===== src/hw/rtl/spi_isqrt.sv =====
// ----------------------------------------------------------------------------
// spi_isqrt
// Pipelined floor integer square root, one result bit per stage, with a
// side payload that travels alongside.
// ----------------------------------------------------------------------------
`default_nettype none

module spi_isqrt #(
	parameter int IN_W  = 61,
	parameter int PAY_W = 1
) (
	input  wire logic                        clk,
	input  wire logic                        arst_n,
	input  wire logic                        adv,
	input  wire logic                        in_vld,
	input  wire logic [IN_W-1:0]             in_val,
	input  wire logic [PAY_W-1:0]            in_pay,
	output logic                             out_vld,
	output logic [(IN_W+1)/2-1:0]            out_root,
	output logic [PAY_W-1:0]                 out_pay
);

	localparam int RT_W = (IN_W + 1) / 2;
	localparam int V_W  = 2 * RT_W;

	logic [V_W-1:0]   v_s   [RT_W+1];
	logic [V_W-1:0]   r_s   [RT_W+1];
	logic [PAY_W-1:0] pay_s [RT_W+1];
	logic             vld_s [RT_W+1];

	always_ff @(posedge clk or negedge arst_n) begin
		if (!arst_n) begin
			vld_s[0] <= 1'b0;
		end else if (adv) begin
			vld_s[0] <= in_vld;
		end
	end

	always_ff @(posedge clk) begin
		if (adv) begin
			v_s[0]   <= V_W'(in_val);
			r_s[0]   <= '0;
			pay_s[0] <= in_pay;
		end
	end

	for (genvar i = 1; i <= RT_W; i++) begin : g_step
		localparam int BP = RT_W - i;
		logic [V_W:0]   bit_c;
		logic [V_W:0]   sum_c;
		logic           ge_c;
		logic [V_W-1:0] v_c;
		logic [V_W-1:0] r_c;

		always_comb begin
			bit_c = (V_W+1)'(1) << (2 * BP);
			sum_c = {1'b0, r_s[i-1]} + bit_c;
			ge_c  = {1'b0, v_s[i-1]} >= sum_c;
			if (ge_c) begin
				v_c = v_s[i-1] - sum_c[V_W-1:0];
				r_c = (r_s[i-1] >> 1) + bit_c[V_W-1:0];
			end else begin
				v_c = v_s[i-1];
				r_c = r_s[i-1] >> 1;
			end
		end

		always_ff @(posedge clk or negedge arst_n) begin
			if (!arst_n) begin
				vld_s[i] <= 1'b0;
			end else if (adv) begin
				vld_s[i] <= vld_s[i-1];
			end
		end

		always_ff @(posedge clk) begin
			if (adv) begin
				v_s[i]   <= v_c;
				r_s[i]   <= r_c;
				pay_s[i] <= pay_s[i-1];
			end
		end
	end

	assign out_vld  = vld_s[RT_W];
	assign out_root = r_s[RT_W][RT_W-1:0];
	assign out_pay  = pay_s[RT_W];

endmodule

`default_nettype wire


===== config.mk =====
export PLATFORM = sky130hd
export DESIGN_NAME = spi_isqrt
export DESIGN_NICKNAME = d
export VERILOG_FILES = /design/src/hw/rtl/spi_isqrt.sv
export SDC_FILE = /design/constraint.sdc
export NUM_CORES = 2
export LEC_CHECK = 0
export BUFFER_PORTS_ARGS = -buffer_cell sky130_fd_sc_hd__buf_2
export CAP_MARGIN = 15
export CORE_ASPECT_RATIO = 1.4
export CORE_MARGIN = 4
export CORE_UTILIZATION = 50
export CTS_BUF_LIST = sky130_fd_sc_hd__clkbuf_8
export CTS_CLUSTER_DIAMETER = 150
export DETAILED_ROUTE_END_ITERATION = 6
export PLACE_DENSITY = 0.72
export SYNTH_ARGS = -nofsm -noshare
export SYNTH_HDL_FRONTEND = slang
export SYNTH_SLANG_ARGS = --single-unit

===== constraint.sdc =====
create_clock -name clk -period 4.6 [get_ports clk]
set_clock_uncertainty 0.05 [all_clocks]
set_input_delay 0.23 -clock clk [delete_from_list [all_inputs] [get_ports clk]]
set_output_delay 0.23 -clock clk [all_outputs]
set_load 0.03 [all_outputs]

======== Word level (Yosys, flattened, before mapping) ========
Memory sizes are Yosys's and may differ from the RTL's.
Cells that the tools add are included.
cells by class
  muxes and demuxes ....................... 64
  order comparisons ....................... 31
  add/sub/neg operators ................... 93
operators by type and width
  kind                    number
  $mux 62                 62
  $ge 62x63->1            31
  $sub 62x62->62          31
  $add 62x1->63 const B   1
  $add 62x11->63 const B  1
  $add 62x13->63 const B  1
  $add 62x15->63 const B  1
  $add 62x17->63 const B  1
  $add 62x19->63 const B  1
  $add 62x21->63 const B  1
  $add 62x23->63 const B  1
  $add 62x25->63 const B  1
  $add 62x27->63 const B  1
  $add 62x29->63 const B  1
  $add 62x3->63 const B   1
  $add 62x31->63 const B  1
  $add 62x33->63 const B  1
  $add 62x35->63 const B  1
  $add 62x37->63 const B  1
  $add 62x39->63 const B  1
  $add 62x41->63 const B  1
  $add 62x43->63 const B  1
  $add 62x45->63 const B  1
  $add 62x47->63 const B  1
  42 further kinds        43
storage, ports and cells
  register bits ........................... 32
  bits in writable memories ............... 4000
  word-level logic and storage cells ...... 223
  input bits .............................. 66
  output and inout bits ................... 33
  memories kept ........................... 3
memory list
  memory  words  width  rd ports  clocked after Yosys merged registers in  wr ports  line  source
  r_s     32     62     32        0                                        32        27    logic [V_W-1:0] r_s [RT_W+1];
  v_s     32     62     31        0                                        32        26    logic [V_W-1:0] v_s [RT_W+1];
  pay_s   32     1      32        0                                        32        28    logic [PAY_W-1:0] pay_s [RT_W+1];

======== Logic depth before layout (Yosys ltp) ========
An unclocked memory read counts as a cell.
  word-level depth ........................ 4
  gate-level depth with buffers ........... 14
  depth with buffers taken out ............ 13

======== Worst setup path before layout ========
OpenSTA, ideal clock, no wires.
  kind .................................... reg2reg
  start ................................... memory v_s[3][154] (netlist name)
  end ..................................... memory v_s[3][238] (netlist name), data pin
  data required time ...................... 4292 ps
  setup slack ............................. 790 ps
  arrival time ............................ 3502 ps
  setup time .............................. 258 ps
  buffers on the path ..................... 2
  stages on the path, launching flop included .. 13
  clock period less this slack ............ 3810 ps
  path through ............................ edfxtp_1 ha_1 buf_2 nand4_1 or4_1 or4_1 o41ai_1 nor3b_1 o41ai_2 or3b_1 buf_2 or4_4 xnor2_2
RTL lines
  what                line
  start: declaration  26

==> results.toml <==
[status]
outcome = "finished clean"

[routing]
ant_nets = 0
route.detailed.drc = 0
drt_iter0_drc = 6017
wire_per_inst_um = 25.5
vias_per_cell = 5.84
wl_mm = 336
vias = 77000
dr.pass1.iters = 7

[cells_and_area]
layout-drive-gt1-share = 0.105
syn_to_final_growth_pct = 12.3
final_cell_mix = "2449 x edfxtp_1, 744 x inv_1, 633 x nor2_1"
final_common_cell = "edfxtp_1"
nFillCells = 18600
layout.nets = 10400

[pwr]
p_leak_nw = 50.0
p_total_w = 0.0636
power_per_cell_area_nw_per_um2 = 484
vdd_drop_max_mv = 0.376

[floorplanning]
design.core.area_um2 = 234000
die_height_um = 581
dieArea_um2 = 242000
start_util = 0.502
rows = 210
io_pins = 99
fp.dieW_um = 417

[global_route]
grt_pass1_vias = 79700
grt_pass1_wl_mm = 490
antenna_found_initial = 16
grt_usage = 0.273
grt_overflow_total = 0
grt_max_degree = 177

[synth]
synth.largest_area_cell = "edfxtp_1"
synth.yosys.seq_area_share = 0.634
syn_area_um2 = 117000
synth-edff-count = 2449
syn-mean-instance-area_um2 = 12.8
synth_warnings = 0
synth.distinct_cells = 92
async_reset_ff_frac = 0.0129
synth_ff_type = "edfxtp_1"
ys_top_cells_by_area = "edfxtp_1 63%, ha_1 5.6%, xnor2_1 3.3%"
ys_seq_elements = 2481
synth.top_cell.area_share = 0.627
synth_cells = 9156

[timing]
worstMarginPinSlew_ns = 1.03
worst_slew_margin_rel = 0.314
maxSlewViolCount = 0
rsz0062_at_grt = "no"
finalHoldViolCount = 0
finalSetupViolCount = 0
finalSetupTns_ns = 0
fmax_ghz = 0.233
period_share = 0.934
min_period_ns = 4.30

[setup_path]
cp.required_ns = 5.21
r2r_cells = 12
critPathKind = "reg -> reg"
end_kind = "flip-flop"
worstPathArrival_ns = 4.90
r2r_start = "r_s[3][90]"
r2r-end = "v_s[3][174]"
startpoint_type = "flip-flop"
crit_fanout = 8
rrSetupSlack_ns = 0.30

[worst_hold_path]
hold_end = "vld_s[31]"
whs_path_depth = 3
hp-start = "in_vld"
hp-class = "in -> reg"

[clock_tree]
clkSinkCount = 2481
clock_tree.buffer_depth = 4
path_clk_slew_ns = 0.06
cts_tree = "yes"
cts_made_buffers = 375
h-tree-depth = 5
cts-root-buf = "clkbuf_8"
clk_latency_ns = 1.01

[placed_design]
portBuffers = 98
gp_congestion = 1.05
hpwl_mm = 255

[job]
max_cap_viol_count = 0
==> synth_stat cells (157+ instances only) <==
library cell  number
a21o_1           212
a21oi_1          611
clkbuf_1         163
edfxtp_1        2449
ha_1             523
inv_1            663
nand2_1          479
nand3_1          157
nor2_1           634
nor3_1           263
nor4_1           316
o21ai_0          336
xnor2_1          441
xor2_1           369
==> flip-flops by register name (all words and copies together), names as in the netlist <==
register	cells
r_s	496
out_vld	1
v_s	1921
vld_s	31
pay_s	32
==> cell type report <==
| cell class | count | area (µm²) | area share |
|---|---|---|---|
| sequential | 2481 | 74300 | 0.565 |
| multi-input combinational | 5811 | 39700 | 0.302 |
| clock buffer | 388 | 5340 | 0.0406 |
| timing repair buffer | 465 | 3890 | 0.0296 |
| tap | 3074 | 3850 | 0.0292 |
| inverter | 668 | 2510 | 0.0191 |
| clock inverter | 270 | 1910 | 0.0145 |
| antenna | 21 | 52.6 | 0.000399 |
==> critical path, stage by stage (launching register included) <==
cell	delay [ns]
edfxtp_1	0.44
inv_1	0.09
ha_1	0.45
nand3_1	0.15
or4b_2	0.80
o21bai_1	0.40
a311oi_1	0.41
buf_4	0.18
a21oi_1	0.10
o211ai_1	0.49
buf_4	0.22
nor2_1	0.05
xor2_1	0.13
==> worst max-delay path by stage <==
stage / end / slack [ns] / start / depth (start not counted)
6_report: v_s[3][174] / 0.30 / r_s[3][90] / 12
5_1_grt: v_s[3][230] / 0.10 / r_s[3][134] / 16
4_1_cts: v_s[3][367] / 0.003 / v_s[3][267] / 10
3_5_place_dp: v_s[3][367] / 0.07 / v_s[3][267] / 10
3_3_place_gp: v_s[3][367] / 0.10 / v_s[3][267] / 10
2_1_floorplan: v_s[3][238] / 0.79 / v_s[3][154] / 12
==> kinds of logic (layout without fill, tap and decap cells) <==
group,Yosys count,in the layout,synth area share
buffers and inverters,865,1791,0.0279
and+or+nand+nor,2611,2611,0.116
AOI/OAI and AO/OA,1723,1723,0.0924
DFF,2481,2481,0.634
adders and majority gates,523,523,0.0558
other,1,23,0.0000320
xor gates and xnor gates,811,811,0.0607
muxes,141,141,0.0134
==> power by group <==
group	switching (W)	internal, W
registers	0.00267	0.0286
logic	0.00863	0.00579
clock network	0.00859	0.00941
total	0.0199	0.0438
==> stage by stage <==
| stage | util | setup slack, ns | hold slack [ns] | area [µm²] | cells |
|---|---|---|---|---|---|
| final | 0.563 | 0.303 | 0.0753 | 132000 | 13200 |
| after global routing | 0.563 | 0.101 | 0.0516 | 132000 | 13200 |
| after CTS | 0.563 | 0.00280 | 0.00922 | 132000 | 13200 |
| after detailed placement | 0.526 | 0.0660 | 0.263 | 123000 | 12400 |
| after global placement | 0.526 | 0.103 | 0.247 | 123000 | 12400 |
| after floorplan | - | 0.790 | -0.116 | 117000 | 9157 |
==> timing repair <==
| item | in CTS | in global routing |
|---|---|---|
| setup buffers | 0 | 2 |
| gates resized for setup | 0 | 1 |
| endpoints found under the setup margin | 0 | 2 |
| hold endpoints to repair | 322 | 0 |
| hold buffers | 129 | 0 |
==> routing by layer <==
layer	vias up	GRT usage	wire length, µm
li1	35800	-	-
met1	37400	0.216	94400
met2	2552	0.539	188000
met3	1211	0.0447	13400
met4	10	0.264	39300
met5	-	0	71
(Power assumes the default switching activity.)
